**src/hw/rtl/assert_macros.svh**
```systemverilog
`ifndef ASSERT_MACROS_SVH
`define ASSERT_MACROS_SVH

// Concurrent check on clk, off while rst is high.
`define MKD_ASSERT(label, prop, msg) \
  label: assert property (@(posedge clk) disable iff (rst) prop) \
    else $error(msg);

// Condition that must never be seen outside reset.
`define MKD_NEVER(label, expr, msg) \
  `MKD_ASSERT(label, !(expr), msg)

`endif

```
**src/hw/rtl/mkd_pkg.sv**
```systemverilog
`default_nettype none

package mkd_pkg;

  localparam int MAX_RUN     = 3;
  localparam int RUN_W       = 2;
  localparam int FIFO_DEPTH  = 8;
  localparam int PTR_W       = 3;
  localparam int CNT_W       = 4;
  localparam int TH_W        = 16;
  localparam int MAX_PATTERN = 5;
  localparam int CFG_IDX_W   = 3;
  localparam int CFG_DATA_W  = 12;

  localparam logic [1:0] MODE_PASS   = 2'd0;
  localparam logic [1:0] MODE_ECHO   = 2'd1;
  localparam logic [1:0] MODE_DECODE = 2'd2;

  localparam logic [6:0] CH_SPACE   = 7'h20;
  localparam logic [6:0] CH_DASH    = 7'h2D;
  localparam logic [6:0] CH_DOT     = 7'h2E;
  localparam logic [6:0] CH_SLASH   = 7'h2F;
  localparam logic [6:0] CH_BAR     = 7'h7C;
  localparam logic [6:0] CH_ZERO    = 7'h30;
  localparam logic [6:0] CH_NINE    = 7'h39;
  localparam logic [6:0] CH_LOWER_A = 7'h61;
  localparam logic [6:0] CH_LOWER_Z = 7'h7A;
  localparam logic [6:0] CASE_DIFF  = 7'h20;
  localparam logic [6:0] CH_NONE    = 7'h00;

  typedef struct packed {
    logic [1:0]  operating_mode;
    logic [11:0] dot_ticks;
    logic [3:0]  dash_multiple;
    logic [3:0]  letter_gap_multiple;
    logic [3:0]  word_gap_multiple;
    logic        caps_on;
    logic        russian_layout;
  } cfg_t;

  typedef struct packed {
    logic [6:0] char_code;
    logic       with_shift;
    logic       last_of_run;
  } res_t;

  function automatic res_t mk_res(input logic [6:0] ch, input logic sh);
    res_t r;
    r.char_code   = ch;
    r.with_shift  = sh;
    r.last_of_run = 1'b0;
    return r;
  endfunction

  // Key is {length, elements right aligned}, dash = 1.
  function automatic logic [6:0] digit_lookup(input logic [7:0] key);
    logic [6:0] ch;
    unique case (key)
      {3'd5, 5'b11111}: ch = 7'("0");
      {3'd5, 5'b01111}: ch = 7'("1");
      {3'd5, 5'b00111}: ch = 7'("2");
      {3'd5, 5'b00011}: ch = 7'("3");
      {3'd5, 5'b00001}: ch = 7'("4");
      {3'd5, 5'b00000}: ch = 7'("5");
      {3'd5, 5'b10000}: ch = 7'("6");
      {3'd5, 5'b11000}: ch = 7'("7");
      {3'd5, 5'b11100}: ch = 7'("8");
      {3'd5, 5'b11110}: ch = 7'("9");
      default:          ch = CH_NONE;
    endcase
    return ch;
  endfunction

  function automatic logic [6:0] latin_lookup(input logic [7:0] key);
    logic [6:0] ch;
    unique case (key)
      {3'd2, 5'b00001}: ch = 7'("a");
      {3'd4, 5'b01000}: ch = 7'("b");
      {3'd4, 5'b01010}: ch = 7'("c");
      {3'd3, 5'b00100}: ch = 7'("d");
      {3'd1, 5'b00000}: ch = 7'("e");
      {3'd4, 5'b00010}: ch = 7'("f");
      {3'd3, 5'b00110}: ch = 7'("g");
      {3'd4, 5'b00000}: ch = 7'("h");
      {3'd2, 5'b00000}: ch = 7'("i");
      {3'd4, 5'b00111}: ch = 7'("j");
      {3'd3, 5'b00101}: ch = 7'("k");
      {3'd4, 5'b00100}: ch = 7'("l");
      {3'd2, 5'b00011}: ch = 7'("m");
      {3'd2, 5'b00010}: ch = 7'("n");
      {3'd3, 5'b00111}: ch = 7'("o");
      {3'd4, 5'b00110}: ch = 7'("p");
      {3'd4, 5'b01101}: ch = 7'("q");
      {3'd3, 5'b00010}: ch = 7'("r");
      {3'd3, 5'b00000}: ch = 7'("s");
      {3'd1, 5'b00001}: ch = 7'("t");
      {3'd3, 5'b00001}: ch = 7'("u");
      {3'd4, 5'b00001}: ch = 7'("v");
      {3'd3, 5'b00011}: ch = 7'("w");
      {3'd4, 5'b01001}: ch = 7'("x");
      {3'd4, 5'b01011}: ch = 7'("y");
      {3'd4, 5'b01100}: ch = 7'("z");
      default:          ch = digit_lookup(key);
    endcase
    return ch;
  endfunction

  function automatic logic [6:0] russian_lookup(input logic [7:0] key);
    logic [6:0] ch;
    unique case (key)
      {3'd2, 5'b00001}: ch = 7'("f");
      {3'd4, 5'b01000}: ch = 7'(",");
      {3'd3, 5'b00011}: ch = 7'("d");
      {3'd3, 5'b00110}: ch = 7'("u");
      {3'd3, 5'b00100}: ch = 7'("l");
      {3'd1, 5'b00000}: ch = 7'("t");
      {3'd4, 5'b00001}: ch = 7'(";");
      {3'd4, 5'b01100}: ch = 7'("p");
      {3'd2, 5'b00000}: ch = 7'("b");
      {3'd4, 5'b00111}: ch = 7'("q");
      {3'd3, 5'b00101}: ch = 7'("r");
      {3'd4, 5'b00100}: ch = 7'("k");
      {3'd2, 5'b00011}: ch = 7'("v");
      {3'd2, 5'b00010}: ch = 7'("y");
      {3'd3, 5'b00111}: ch = 7'("j");
      {3'd4, 5'b00110}: ch = 7'("g");
      {3'd3, 5'b00010}: ch = 7'("h");
      {3'd3, 5'b00000}: ch = 7'("c");
      {3'd1, 5'b00001}: ch = 7'("n");
      {3'd3, 5'b00001}: ch = 7'("e");
      {3'd4, 5'b00010}: ch = 7'("a");
      {3'd4, 5'b00000}: ch = 7'("[");
      {3'd4, 5'b01010}: ch = 7'("w");
      {3'd4, 5'b01110}: ch = 7'("x");
      {3'd4, 5'b01111}: ch = 7'("i");
      {3'd4, 5'b01101}: ch = 7'("o");
      {3'd5, 5'b11011}: ch = 7'("]");
      {3'd4, 5'b01011}: ch = 7'("s");
      {3'd4, 5'b01001}: ch = 7'("m");
      {3'd5, 5'b00100}: ch = 7'("'");
      {3'd4, 5'b00011}: ch = 7'(".");
      {3'd4, 5'b00101}: ch = 7'("z");
      default:          ch = digit_lookup(key);
    endcase
    return ch;
  endfunction

endpackage

`default_nettype wire

```
**src/hw/rtl/mkd_if.sv**
```systemverilog
`default_nettype none

interface mkd_key_if;
  logic valid;
  logic ready;
  logic key_down;
  modport source (output valid, output key_down, input ready);
  modport sink (input valid, input key_down, output ready);
endinterface

interface mkd_char_if;
  logic       valid;
  logic       ready;
  logic [6:0] char_code;
  logic       with_shift;
  logic       last_of_run;
  modport source (output valid, output char_code, output with_shift, output last_of_run,
                  input ready);
  modport sink (input valid, input char_code, input with_shift, input last_of_run,
                output ready);
endinterface

interface mkd_cfg_if;
  logic        valid;
  logic        ready;
  logic [2:0]  index;
  logic [11:0] data;
  modport source (output valid, output index, output data, input ready);
  modport sink (input valid, input index, input data, output ready);
endinterface

`default_nettype wire

```
**src/hw/rtl/mkd_cfg_regs.sv**
```systemverilog
`default_nettype none

module mkd_cfg_regs
  import mkd_pkg::*;
(
  input  wire logic clk,
  input  wire logic rst,
  mkd_cfg_if.sink   cfg,
  output cfg_t      regs
);

  localparam logic [CFG_IDX_W-1:0] REG_MODE    = 3'd0;
  localparam logic [CFG_IDX_W-1:0] REG_DOT     = 3'd1;
  localparam logic [CFG_IDX_W-1:0] REG_DASH    = 3'd2;
  localparam logic [CFG_IDX_W-1:0] REG_LETTER  = 3'd3;
  localparam logic [CFG_IDX_W-1:0] REG_WORD    = 3'd4;
  localparam logic [CFG_IDX_W-1:0] REG_CAPS    = 3'd5;
  localparam logic [CFG_IDX_W-1:0] REG_RUSSIAN = 3'd6;

  assign cfg.ready = 1'b1;

  always_ff @(posedge clk) begin
    if (rst) begin
      regs.operating_mode      <= MODE_DECODE;
      regs.dot_ticks           <= 12'd100;
      regs.dash_multiple       <= 4'd3;
      regs.letter_gap_multiple <= 4'd3;
      regs.word_gap_multiple   <= 4'd7;
      regs.caps_on             <= 1'b0;
      regs.russian_layout      <= 1'b0;
    end else if (cfg.valid && cfg.ready) begin
      unique case (cfg.index)
        REG_MODE:    regs.operating_mode      <= cfg.data[1:0];
        REG_DOT:     regs.dot_ticks           <= cfg.data[11:0];
        REG_DASH:    regs.dash_multiple       <= cfg.data[3:0];
        REG_LETTER:  regs.letter_gap_multiple <= cfg.data[3:0];
        REG_WORD:    regs.word_gap_multiple   <= cfg.data[3:0];
        REG_CAPS:    regs.caps_on             <= cfg.data[0];
        REG_RUSSIAN: regs.russian_layout      <= cfg.data[0];
        default: begin
        end
      endcase
    end
  end

endmodule

`default_nettype wire

```
**src/hw/rtl/mkd_core.sv**
```systemverilog
`default_nettype none

`include "assert_macros.svh"

module mkd_core
  import mkd_pkg::*;
#(
  parameter int MAX_ELEMENTS = 6,
  parameter int COUNT_BITS   = 20
) (
  input  wire logic                  clk,
  input  wire logic                  rst,
  input  wire logic                  accept,
  input  wire logic                  key_down,
  input  wire cfg_t                  cfg,
  output res_t [MAX_RUN-1:0]         res,
  output logic [RUN_W-1:0]           push_n
);

  localparam int LEN_W = $clog2(MAX_ELEMENTS + 2);

  logic [COUNT_BITS-1:0]   held;
  logic [COUNT_BITS-1:0]   held_next;
  logic [COUNT_BITS-1:0]   since;
  logic [COUNT_BITS-1:0]   since_next;
  logic                    prev_down;
  logic [MAX_ELEMENTS-1:0] code_bits;
  logic [MAX_ELEMENTS-1:0] code_bits_next;
  logic [LEN_W-1:0]        code_len;
  logic [LEN_W-1:0]        code_len_next;

  logic [COUNT_BITS-1:0] held_inc;
  logic [COUNT_BITS-1:0] since_inc;
  logic [TH_W-1:0]       dash_th;
  logic [TH_W-1:0]       letter_th;
  logic [TH_W-1:0]       word_th;
  logic                  active;
  logic                  dec;
  logic                  is_dash;
  logic                  is_elem;
  logic                  gap_letter;
  logic                  gap_word;
  logic [7:0]            lut_key;
  logic                  lut_ok;
  logic [6:0]            lat_ch;
  logic [6:0]            rus_ch;
  logic [6:0]            letter_ch;
  logic                  letter_shift;
  logic                  letter_hit;

  assign held_inc  = (held == '1) ? held : held + 1'b1;
  assign since_inc = (since == '1) ? since : since + 1'b1;

  assign dash_th   = TH_W'(cfg.dot_ticks) * TH_W'(cfg.dash_multiple);
  assign letter_th = TH_W'(cfg.dot_ticks) * TH_W'(cfg.letter_gap_multiple);
  assign word_th   = TH_W'(cfg.dot_ticks) * TH_W'(cfg.word_gap_multiple);

  assign active = (cfg.operating_mode == MODE_ECHO) || (cfg.operating_mode == MODE_DECODE);
  assign dec    = (cfg.operating_mode == MODE_DECODE);

  assign is_dash    = held_inc >= COUNT_BITS'(dash_th);
  assign is_elem    = is_dash || (held_inc >= COUNT_BITS'(cfg.dot_ticks));
  assign gap_letter = since_inc >= COUNT_BITS'(letter_th);
  assign gap_word   = since_inc >= COUNT_BITS'(word_th);

  assign lut_key = {code_len[2:0], code_bits[4:0]};
  assign lut_ok  = (code_len != '0) && (code_len <= LEN_W'(MAX_PATTERN));
  assign lat_ch  = latin_lookup(lut_key);
  assign rus_ch  = russian_lookup(lut_key);

  always_comb begin
    if (cfg.russian_layout) begin
      letter_ch    = rus_ch;
      letter_shift = cfg.caps_on && !((rus_ch >= CH_ZERO) && (rus_ch <= CH_NINE));
    end else begin
      letter_shift = 1'b0;
      if (cfg.caps_on && (lat_ch >= CH_LOWER_A) && (lat_ch <= CH_LOWER_Z)) begin
        letter_ch = lat_ch - CASE_DIFF;
      end else begin
        letter_ch = lat_ch;
      end
    end
  end

  assign letter_hit = lut_ok && (letter_ch != CH_NONE);

  always_comb begin
    res            = '0;
    push_n         = '0;
    held_next      = held_inc;
    since_next     = since_inc;
    code_bits_next = code_bits;
    code_len_next  = code_len;
    if (accept && active) begin
      if (!key_down) begin
        held_next = '0;
        if (prev_down) begin
          if (is_elem && !dec) begin
            res[0] = mk_res(is_dash ? CH_DASH : (cfg.russian_layout ? CH_SLASH : CH_DOT),
                            1'b0);
            push_n = 2'd1;
          end else if (is_elem) begin
            if (code_len < LEN_W'(MAX_ELEMENTS)) begin
              code_bits_next = {code_bits[MAX_ELEMENTS-2:0], is_dash};
              code_len_next  = code_len + 1'b1;
            end else begin
              code_len_next = LEN_W'(MAX_ELEMENTS + 1);
            end
          end
        end else if (dec && (code_len != '0) && gap_letter) begin
          if (letter_hit) begin
            res[0] = mk_res(letter_ch, letter_shift);
            push_n = 2'd1;
          end
          code_bits_next = '0;
          code_len_next  = '0;
        end
      end else if (!prev_down) begin
        since_next = '0;
        if (gap_word && dec) begin
          res[0] = mk_res(CH_SPACE, 1'b0);
          push_n = 2'd1;
        end else if (gap_word) begin
          res[0] = mk_res(CH_SPACE, 1'b0);
          res[1] = mk_res(cfg.russian_layout ? CH_BAR : CH_SLASH, 1'b0);
          res[2] = mk_res(CH_SPACE, 1'b0);
          push_n = 2'd3;
        end else if (!dec && gap_letter) begin
          res[0] = mk_res(CH_SPACE, 1'b0);
          push_n = 2'd1;
        end
      end
    end
    if (push_n != '0) begin
      res[push_n - 2'd1].last_of_run = 1'b1;
    end
  end

  always_ff @(posedge clk) begin
    if (rst) begin
      held      <= '0;
      since     <= '1;
      prev_down <= 1'b0;
      code_bits <= '0;
      code_len  <= '0;
    end else if (accept) begin
      held      <= held_next;
      since     <= since_next;
      prev_down <= key_down;
      code_bits <= code_bits_next;
      code_len  <= code_len_next;
    end
  end

  `MKD_NEVER(a_len_range, code_len > LEN_W'(MAX_ELEMENTS + 1), "code length out of range")
  `MKD_ASSERT(a_pass_quiet, accept && !active |-> push_n == '0, "output in passthrough")
  `MKD_ASSERT(a_held_clear, accept && active && !key_down |=> held == '0, "held not cleared")

endmodule

`default_nettype wire

```
**src/hw/rtl/mkd_out_fifo.sv**
```systemverilog
`default_nettype none

`include "assert_macros.svh"

module mkd_out_fifo
  import mkd_pkg::*;
(
  input  wire logic               clk,
  input  wire logic               rst,
  input  wire res_t [MAX_RUN-1:0] res,
  input  wire logic [RUN_W-1:0]   push_n,
  output logic                    space_ok,
  mkd_char_if.source              chars
);

  res_t             mem [FIFO_DEPTH];
  logic [PTR_W-1:0] wr_ptr;
  logic [PTR_W-1:0] rd_ptr;
  logic [CNT_W-1:0] count;
  logic             pop;

  assign pop      = chars.valid && chars.ready;
  assign space_ok = count <= CNT_W'(FIFO_DEPTH - MAX_RUN);

  assign chars.valid       = count != '0;
  assign chars.char_code   = mem[rd_ptr].char_code;
  assign chars.with_shift  = mem[rd_ptr].with_shift;
  assign chars.last_of_run = mem[rd_ptr].last_of_run;

  always_ff @(posedge clk) begin
    for (int i = 0; i < MAX_RUN; i++) begin
      if (RUN_W'(i) < push_n) begin
        mem[wr_ptr + PTR_W'(i)] <= res[i];
      end
    end
  end

  always_ff @(posedge clk) begin
    if (rst) begin
      wr_ptr <= '0;
      rd_ptr <= '0;
      count  <= '0;
    end else begin
      wr_ptr <= wr_ptr + PTR_W'(push_n);
      rd_ptr <= rd_ptr + PTR_W'(pop);
      count  <= count + CNT_W'(push_n) - CNT_W'(pop);
    end
  end

  `MKD_NEVER(a_no_overflow, count > CNT_W'(FIFO_DEPTH), "output queue overflow")
  `MKD_ASSERT(a_fill, push_n != '0 && !pop |=> count == $past(count + CNT_W'(push_n)), "count slip")

endmodule

`default_nettype wire

```
**src/hw/rtl/morse_key_timing_decoder.sv**
```systemverilog
// An accepted key sample writes its characters into the output queue, behind any characters already waiting there.
// Throughput: one sample per cycle while the 8-entry character queue has 3 free slots;
// a tick yields 0 to 3 characters, drained one transfer per cycle while chars.ready is high.
// Reset (rst, synchronous, active high): counters cleared, gap counter saturated,
// code emptied, queue emptied, registers back to their defaults.
`default_nettype none

module morse_key_timing_decoder
  import mkd_pkg::*;
#(
  parameter int MAX_ELEMENTS = 6,
  parameter int COUNT_BITS   = 20
) (
  input  wire logic  clk,
  input  wire logic  rst,
  mkd_cfg_if.sink    cfg,
  mkd_key_if.sink    keys,
  mkd_char_if.source chars
);

  cfg_t               regs;
  res_t [MAX_RUN-1:0] res;
  logic [RUN_W-1:0]   push_n;
  logic               space_ok;
  logic               accept;

  assign keys.ready = space_ok;
  assign accept     = keys.valid && keys.ready;

  mkd_cfg_regs u_cfg (
    .clk  (clk),
    .rst  (rst),
    .cfg  (cfg),
    .regs (regs)
  );

  mkd_core #(
    .MAX_ELEMENTS (MAX_ELEMENTS),
    .COUNT_BITS   (COUNT_BITS)
  ) u_core (
    .clk      (clk),
    .rst      (rst),
    .accept   (accept),
    .key_down (keys.key_down),
    .cfg      (regs),
    .res      (res),
    .push_n   (push_n)
  );

  mkd_out_fifo u_fifo (
    .clk      (clk),
    .rst      (rst),
    .res      (res),
    .push_n   (push_n),
    .space_ok (space_ok),
    .chars    (chars)
  );

endmodule

`default_nettype wire
```
**src/flat_wrapper.sv**
```systemverilog
// flat-port wrapper written by rule: the top's interface ports become plain ports
module morse_key_timing_decoder_flat import mkd_pkg::*;
#(
  parameter int MAX_ELEMENTS = 6,
  parameter int COUNT_BITS   = 20
)
  (clk, rst, cfg_valid, cfg_index, cfg_data, cfg_ready, keys_valid, keys_key_down, keys_ready, chars_valid, chars_char_code, chars_with_shift, chars_last_of_run, chars_ready);
  mkd_cfg_if cfg_i ();
  mkd_key_if keys_i ();
  mkd_char_if chars_i ();
  input  wire logic clk;
  input  wire logic rst;
  input wire logic [$bits(cfg_i.valid)-1:0] cfg_valid;
  input wire logic [$bits(cfg_i.index)-1:0] cfg_index;
  input wire logic [$bits(cfg_i.data)-1:0] cfg_data;
  output wire logic [$bits(cfg_i.ready)-1:0] cfg_ready;
  input wire logic [$bits(keys_i.valid)-1:0] keys_valid;
  input wire logic [$bits(keys_i.key_down)-1:0] keys_key_down;
  output wire logic [$bits(keys_i.ready)-1:0] keys_ready;
  output wire logic [$bits(chars_i.valid)-1:0] chars_valid;
  output wire logic [$bits(chars_i.char_code)-1:0] chars_char_code;
  output wire logic [$bits(chars_i.with_shift)-1:0] chars_with_shift;
  output wire logic [$bits(chars_i.last_of_run)-1:0] chars_last_of_run;
  input wire logic [$bits(chars_i.ready)-1:0] chars_ready;
  assign cfg_i.valid = cfg_valid;
  assign cfg_i.index = cfg_index;
  assign cfg_i.data = cfg_data;
  assign cfg_ready = cfg_i.ready;
  assign keys_i.valid = keys_valid;
  assign keys_i.key_down = keys_key_down;
  assign keys_ready = keys_i.ready;
  assign chars_valid = chars_i.valid;
  assign chars_char_code = chars_i.char_code;
  assign chars_with_shift = chars_i.with_shift;
  assign chars_last_of_run = chars_i.last_of_run;
  assign chars_i.ready = chars_ready;
  morse_key_timing_decoder #(.MAX_ELEMENTS(MAX_ELEMENTS), .COUNT_BITS(COUNT_BITS)) u_core (.clk(clk), .rst(rst), .cfg(cfg_i), .keys(keys_i), .chars(chars_i));
endmodule
```
**config.mk**
```make
export PLATFORM = sky130hd
export DESIGN_NAME = morse_key_timing_decoder_flat
export DESIGN_NICKNAME = d
export VERILOG_FILES = /design/src/hw/rtl/mkd_pkg.sv /design/src/hw/rtl/mkd_if.sv /design/src/hw/rtl/mkd_cfg_regs.sv /design/src/hw/rtl/mkd_core.sv /design/src/hw/rtl/mkd_out_fifo.sv /design/src/hw/rtl/morse_key_timing_decoder.sv /design/src/flat_wrapper.sv
export VERILOG_INCLUDE_DIRS = /design/src /design/src/hw/rtl
export SDC_FILE = /design/constraint.sdc
export NUM_CORES = 1
export LEC_CHECK = 0
export BUFFER_PORTS_ARGS = -buffer_cell sky130_fd_sc_hd__buf_2
export CAP_MARGIN = 20
export CELL_PAD_IN_SITES_DETAIL_PLACEMENT = 2
export CELL_PAD_IN_SITES_GLOBAL_PLACEMENT = 2
export CORE_MARGIN = 3
export CORE_UTILIZATION = 40
export CTS_CLUSTER_SIZE = 30
export DETAILED_ROUTE_END_ITERATION = 8
export PLACE_DENSITY = 0.84
export SLEW_MARGIN = 20
export SYNTH_ARGS = -nofsm -noshare
export SYNTH_HDL_FRONTEND = slang
export SYNTH_HIERARCHICAL = 1
export SYNTH_SLANG_ARGS = --single-unit
```
**constraint.sdc**
```tcl
create_clock -name clk -period 8.18 [get_ports clk]
set_clock_uncertainty 0.05 [all_clocks]
set_input_delay 0.409 -clock clk [delete_from_list [all_inputs] [get_ports clk]]
set_output_delay 0.409 -clock clk [all_outputs]
set_load 0.05 [all_outputs]
```
==> flow_metrics.env, run 1 <==
export IMPL_synthTopCellsByArea="edfxtp_1 12%, dfxtp_1 10%, ha_1 9.6%"
export IMPL_gr_usage_all_layers=0.291
export IMPL_post_synth_cell_area_avg_um2=8.26
export IMPL_wirelength_um=67200
export IMPL_cp_max_fo=37
export IMPL_crit_required_ps=8360
export IMPL_hold_viol=0
export IMPL_numCtsBuffers=17
export IMPL_final_setup_tns_ps=0
export IMPL_rr_worst_depth=26
export IMPL_ir_drop_mv=0.141
export IMPL_place_congestion=0.913
export IMPL_synth_cell_types=103
export IMPL_root_buffer="clkbuf_16"
export IMPL_avgRoutedWirePerCell_um=25.7
export IMPL_clock_latency_ps=520
export IMPL_clkSinkCount=159
export IMPL_setup_viol=0
export IMPL_drc=0
export IMPL_ios=33
export IMPL_critical_path_class="reg -> reg"
export IMPL_rrSetupSlack_ps=430
export IMPL_synth_most_common_cell="nand2_1"
export IMPL_ant_nets=0
export IMPL_hpwl_um=48600
export IMPL_drt_initial_drc_count=1238
export IMPL_hold_path_startpoint="cfg_data[4]"
export IMPL_async_flop_share=0
export IMPL_drive_above_1_share=0.100
export IMPL_ys_seq_elements=159
export IMPL_maxSlewHeadroom=0.221
export IMPL_synthFlopType="dfxtp_1"
export IMPL_crit_path_start_kind="flip-flop"
export IMPL_antenna_found_initial=3
export IMPL_area_delta_synth_final_pct=6.15
export IMPL_grt_pass1_vias=18000
export IMPL_min_to="u_core/u_cfg/regs[18]"
export IMPL_grt_setup_unrepaired="false"
export IMPL_cts_reportedPaths_clkPinSlew_ps=80
export IMPL_grt_ovfl_total=0
export IMPL_io_buffers=31
export IMPL_cts_path_max_buffers=2
export IMPL_drv_slew=0
export IMPL_r2r_start="u_core/u_cfg/regs[14]"
export IMPL_power_density_nw_per_um2=162
export IMPL_vias_per_cell=6.27
export IMPL_cts_max_level=4
export IMPL_drv_cap=0
export IMPL_core_um2=42400
export IMPL_fmax_mhz=129
export IMPL_via_count=16400
export IMPL_dieArea_um2=46000
export IMPL_hold_class="in -> reg"
export IMPL_netlist_area_leader_share=0.124
export IMPL_synth_edf_count=72
export IMPL_status="finished clean"
export IMPL_fin_nets=2240
export IMPL_yosys_top_cells_count="200 x nand2_1, 152 x inv_1, 134 x ha_1, 130 x o21ai_0"
export IMPL_period_share=0.947
export IMPL_grt_pass1_wl_um=106000
export IMPL_cp_arrival_ps=7930
export IMPL_whs_path_depth=3
export IMPL_dr_pass1_iters=5
export IMPL_holdBufCountCts=0
export IMPL_whs_ps=106
export IMPL_synthCells=2103
export IMPL_initial_utilization=0.410
export IMPL_die_x_um=214
export IMPL_r2r_end="u_core/u_fifo/mem[0][7]"
export IMPL_worst_pin_slew_ps=1160
export IMPL_die_h_um=214
export IMPL_yosys_warnings=6
export IMPL_end_kind="flip-flop"
export IMPL_tritoncts="yes"
export IMPL_finalCriticalPeriod_ps=7750
export IMPL_netlist_area_um2=17400
export IMPL_rows=75
export IMPL_seq_area_frac_synth=0.225
export IMPL_p_leak_nw=7.43
export IMPL_grt_start_max_net_pins=77
export IMPL_yosys_area_top_type="edfxtp_1"
-- kinds of logic (layout without fill, tap and decap cells) --
family                     count (synthesis)  after routing  share of synthesized area
adders and majority gates                198            198                      0.169
buffers and inverters                    343            268                     0.0855
DFF                                      159            159                      0.225
and+or+nand+nor                          797            797                      0.256
other                                      2             11                   0.000432
AOI/OAI and AO/OA                        464            464                      0.175
muxes                                     68             68                     0.0532
xor gates and xnor gates                  72             72                     0.0363
-- placed cells by master (no fill, tap or decap), types with 21 or more instances in the layout --
cell,instances
and2_1,105
inv_1,152
fa_1,62
nand2b_1,42
nor3_1,104
xnor2_1,35
o21ai_0,129
nand3_1,45
ha_1,134
nand4_1,22
nand2_1,200
edfxtp_1,72
a31oi_1,82
buf_4,51
a21oi_1,67
xor2_1,35
nor2b_1,21
dfxtp_1,82
mux2i_1,35
nor2_1,101
buf_2,31
-- sequential cells by signal (all words and copies together), names as in the netlist --
register and cells:
u_core/u_cfg/regs 28, u_core/u_core/code_bits 5, u_core/u_core/code_len 3, u_core/u_core/held 20
u_core/u_core/prev_down 1, u_core/u_core/since 20, u_core/u_fifo/count 4, u_core/u_fifo/mem 72
u_core/u_fifo/rd_ptr 3, u_core/u_fifo/wr_ptr 3
-- power breakdown --
| part | total (mW) | switching (mW) | internal, mW | leakage, nW |
|---|---|---|---|---|
| logic | 1.14 | 0.721 | 0.418 | 5.80 |
| clock network | 0.874 | 0.459 | 0.415 | 0.291 |
| registers | 0.970 | 0.0811 | 0.889 | 1.34 |
-- repair_timing --
action / CTS / global route
gates resized for setup: 2 / 11
setup endpoints to repair: 18 / 149
buffers inserted: 0 / 0
-- critical path, stage by stage (launching register included) --
cell,delay [ps]
dfxtp_1,480
buf_4,210
nand2_1,90
fa_1,550
fa_1,620
inv_1,60
ha_1,280
a21o_1,180
a21oi_1,270
o21ai_0,130
a21o_1,230
a21oi_1,270
o21ai_0,130
nor2_1,130
xor2_1,100
ha_1,330
nand2_1,90
o211ai_1,270
a211oi_1,80
or3_1,400
a311o_1,390
nor3_2,190
buf_4,400
nand2_1,480
o32ai_1,370
o2bb2ai_1,370
buf_4,280
-- metrics by stage --
| stage | util | cells | setup slack [ps] | power [mW] | area, um2 |
|---|---|---|---|---|---|
| floorplan | - | 2111 | 1390 | 1.76 | 17400 |
| global placement | 0.420 | 2580 | 632 | 2.00 | 17800 |
| detailed placement | 0.420 | 2580 | 1.03 | 2.10 | 17800 |
| CTS | 0.434 | 2612 | 16.1 | 2.99 | 18400 |
| global route | 0.435 | 2614 | 9.96 | 3.15 | 18400 |
| finish | 0.435 | 2614 | 432 | 2.98 | 18400 |
-- area by class of cell --
class / count / area (um2)
Antenna cell: 1 / 2.50
Multi-Input combinational cell: 1609 / 12100
Sequential cell: 159 / 3910
Timing Repair Buffer: 82 / 538
Fill cell: 4784 / 24000
Inverter: 154 / 578
Clock buffer: 17 / 425
Clock inverter: 15 / 191
Tap cell: 577 / 722
-- worst max-delay path by stage --
stage | from | end | slack [ps] | cells past startpoint
after floorplan | u_core/u_cfg/regs[14] | u_core/u_fifo/mem[6][0] | 1390 | 26
after global placement | u_core/u_cfg/regs[15] | u_core/u_fifo/mem[2][0] | 630 | 26
after detailed placement | u_core/u_cfg/regs[15] | u_core/u_fifo/mem[2][0] | 1 | 26
after CTS | u_core/u_cfg/regs[15] | u_core/u_fifo/mem[5][6] | 20 | 26
after global routing | u_core/u_cfg/regs[14] | u_core/u_fifo/mem[2][4] | 10 | 26
final | u_core/u_cfg/regs[14] | u_core/u_fifo/mem[0][7] | 430 | 26
-- layer usage --
layer	up-vias	global-route usage	routed length, um
met5	-	0	13
met4	2	0.111	2270
met3	157	0.0490	3270
met2	506	0.519	34000
met1	8352	0.349	27600
li1	7367	-	-
Power figures use the tool's default switching activity.
==> run 2, diff against run 1 <==
--- a/config.mk
+++ b/config.mk
@@ -10,7 +10,7 @@
 export CAP_MARGIN = 20
 export CELL_PAD_IN_SITES_DETAIL_PLACEMENT = 2
 export CELL_PAD_IN_SITES_GLOBAL_PLACEMENT = 2
-export CORE_MARGIN = 3
+export CORE_MARGIN = 4
 export CORE_UTILIZATION = 40
 export CTS_CLUSTER_SIZE = 30
 export DETAILED_ROUTE_END_ITERATION = 8
==> run 2 against run 1 <==
Compared with the run above: maximum frequency grew 0.30%; sequential share of layout area is essentially flat; via count is essentially flat; first-iteration DRC count shrank 1.9%; combinational power is essentially flat; cell count grew 0.42%; cell area is essentially flat; critical endpoint is now u_core/u_fifo/mem[2][4].
==> flow_metrics.env, run 2 (synthesized netlist as in run 1, its figures left out) <==
export IMPL_r2r_end="u_core/u_fifo/mem[2][4]"
export IMPL_power_density_nw_per_um2=158
export IMPL_drv_cap=0
export IMPL_largest_register_ffs=72
export IMPL_die_h_um=216
export IMPL_critical_path_class="reg -> reg"
export IMPL_grt_ovfl_total=0
export IMPL_finalCriticalPeriod_ps=7730
export IMPL_end_kind="flip-flop"
export IMPL_diodes=0
export IMPL_cp_max_fo=10
export IMPL_worst_pin_slew_ps=1060
export IMPL_core_um2=43000
export IMPL_reg_largest_list="u_core/u_fifo/mem: 72 flops, u_core/u_cfg/regs: 28 flops"
export IMPL_die_x_um=216
export IMPL_regArea_um2=3910
export IMPL_grt_setup_unrepaired="false"
export IMPL_antenna_found_initial=0
export IMPL_maxSlewHeadroom=0.291
export IMPL_drt_initial_drc_count=1214
export IMPL_whs_path_depth=3
export IMPL_avgRoutedWirePerCell_um=25.8
export IMPL_stdcell_area_um2=18500
export IMPL_use_met2=0.520
export IMPL_ir_drop_mv=0.152
export IMPL_fillers=4831
export IMPL_rows=76
export IMPL_drive_above_1_share=0.100
export IMPL_grt_pass1_vias=18000
export IMPL_cp_startpoint="u_core/u_cfg/regs[14]"
export IMPL_place_ws_ps=-158
export IMPL_clkSinkCount=159
export IMPL_top_usage_layer="met2"
export IMPL_gr_usage_all_layers=0.287
export IMPL_p_leak_nw=7.45
export IMPL_worst_slack_ps=455
export IMPL_io_buffers=31
export IMPL_drc=0
export IMPL_crit_required_ps=8260
export IMPL_status="finished clean"
export IMPL_wirelength_um=67700
export IMPL_rr_worst_depth=25
export IMPL_fmax_mhz=129
export IMPL_layout_commonest_cell="nand2_1"
export IMPL_fin_cells=2625
export IMPL_initial_utilization=0.404
export IMPL_final_cell_mix="200 x nand2_1, 152 x inv_1, 134 x ha_1"
export IMPL_top_register="u_core/u_fifo/mem"
export IMPL_fin_nets=2244
export IMPL_cts_max_level=4
export IMPL_grt_start_max_net_pins=87
export IMPL_area_delta_synth_final_pct=6.17
export IMPL_crit_end="u_core/u_fifo/mem[2][4]"
export IMPL_dr_pass1_iters=5
export IMPL_grtUsageMet3=0.0428
export IMPL_via_count=16400
export IMPL_grt_pass1_wl_um=106000
export IMPL_vias_per_cell=6.24
export IMPL_hold_class="in -> reg"
export IMPL_cts_reportedPaths_clkPinSlew_ps=70
export IMPL_hpwl_um=49600
export IMPL_cts_path_max_buffers=2
export IMPL_root_buffer="clkbuf_16"
export IMPL_place_area_um2=17800
export IMPL_drv_slew=0
export IMPL_dieArea_um2=46800
export IMPL_multi_input_area_um2=12100
export IMPL_use_met1=0.343
export IMPL_rrSetupSlack_ps=450
export IMPL_period_share=0.944
export IMPL_hold_viol=0
export IMPL_ios=33
export IMPL_setup_viol=0
export IMPL_tritoncts="yes"
export IMPL_clock_latency_ps=490
export IMPL_cp_arrival_ps=7800
export IMPL_dp_cells=2592
export IMPL_r2r_start="u_core/u_cfg/regs[14]"
export IMPL_numCtsBuffers=17
export IMPL_ant_nets=0
export IMPL_crit_path_start_kind="flip-flop"
export IMPL_place_congestion=0.923
run 2: worst min-delay path by stage:
stage / slack, ps / to / start
2_1_floorplan: 400 / u_core/u_cfg/regs[26] / u_core/u_cfg/regs[26]
3_3_place_gp: 410 / u_core/u_cfg/regs[26] / u_core/u_cfg/regs[26]
3_5_place_dp: 450 / u_core/u_core/code_bits[3] / u_core/u_core/code_bits[3]
4_1_cts: 100 / u_core/u_cfg/regs[19] / cfg_data[5]
5_1_grt: 140 / u_core/u_cfg/regs[23] / cfg_data[9]
6_report: 130 / u_core/u_cfg/regs[21] / cfg_data[7]
run 2: critical path, cell delays in order, from the launching register on:
cell	delay (ps)
dfxtp_1	500
nand2_1	130
fa_1	550
inv_1	70
fa_1	620
ha_1	250
a21o_1	170
a21oi_1	250
o21bai_1	100
a21o_1	210
a21oi_1	320
o211ai_1	240
a2111oi_0	430
nor3b_1	140
ha_1	320
and4_1	220
and4_1	190
a2111oi_0	430
a21boi_1	410
a21oi_1	220
and2_1	260
o31ai_1	190
a21oi_4	230
maj3_1	440
nand3_1	110
o21ai_1	300
run 2: cell type report:
class                   count  area share
repair buffers             86      0.0319
clock buffers              19      0.0240
multi-input cells        1609       0.655
inverters                 154      0.0313
clock inverters            13     0.00651
well taps                 585      0.0397
flip-flops and latches    159       0.212
run 2: through the flow:
step	utilization	power [mW]	TNS, ps	hold slack (ps)
6_report	0.429	2.92	0	134
3_5_place_dp	0.415	2.10	-2630	445
5_1_grt	0.429	3.10	0	145
4_1_cts	0.428	2.93	0	104
3_3_place_gp	0.415	2.00	0	413
2_1_floorplan	-	1.76	0	399
run 2: metal layers:
metal  up-vias  wire [um]
li1       7372          -
met1      8357      27500
met2       484      34800
met3       160       2730
met4         0       2610
met5         -          0
run 2: timing repair:
action	CTS	global route
pin swaps	0	0
hold endpoints to repair	0	0
gates resized for setup	3	8
buffers inserted	0	0
hold buffers	0	0
endpoints found under the setup margin	29	135
run 2: where the power goes:
part           switching [mW]  leakage, nW  internal (mW)  total [mW]
sequential             0.0794         1.35          0.889       0.969
combinational           0.719         5.82          0.414        1.13
clock                   0.410        0.282          0.409       0.820
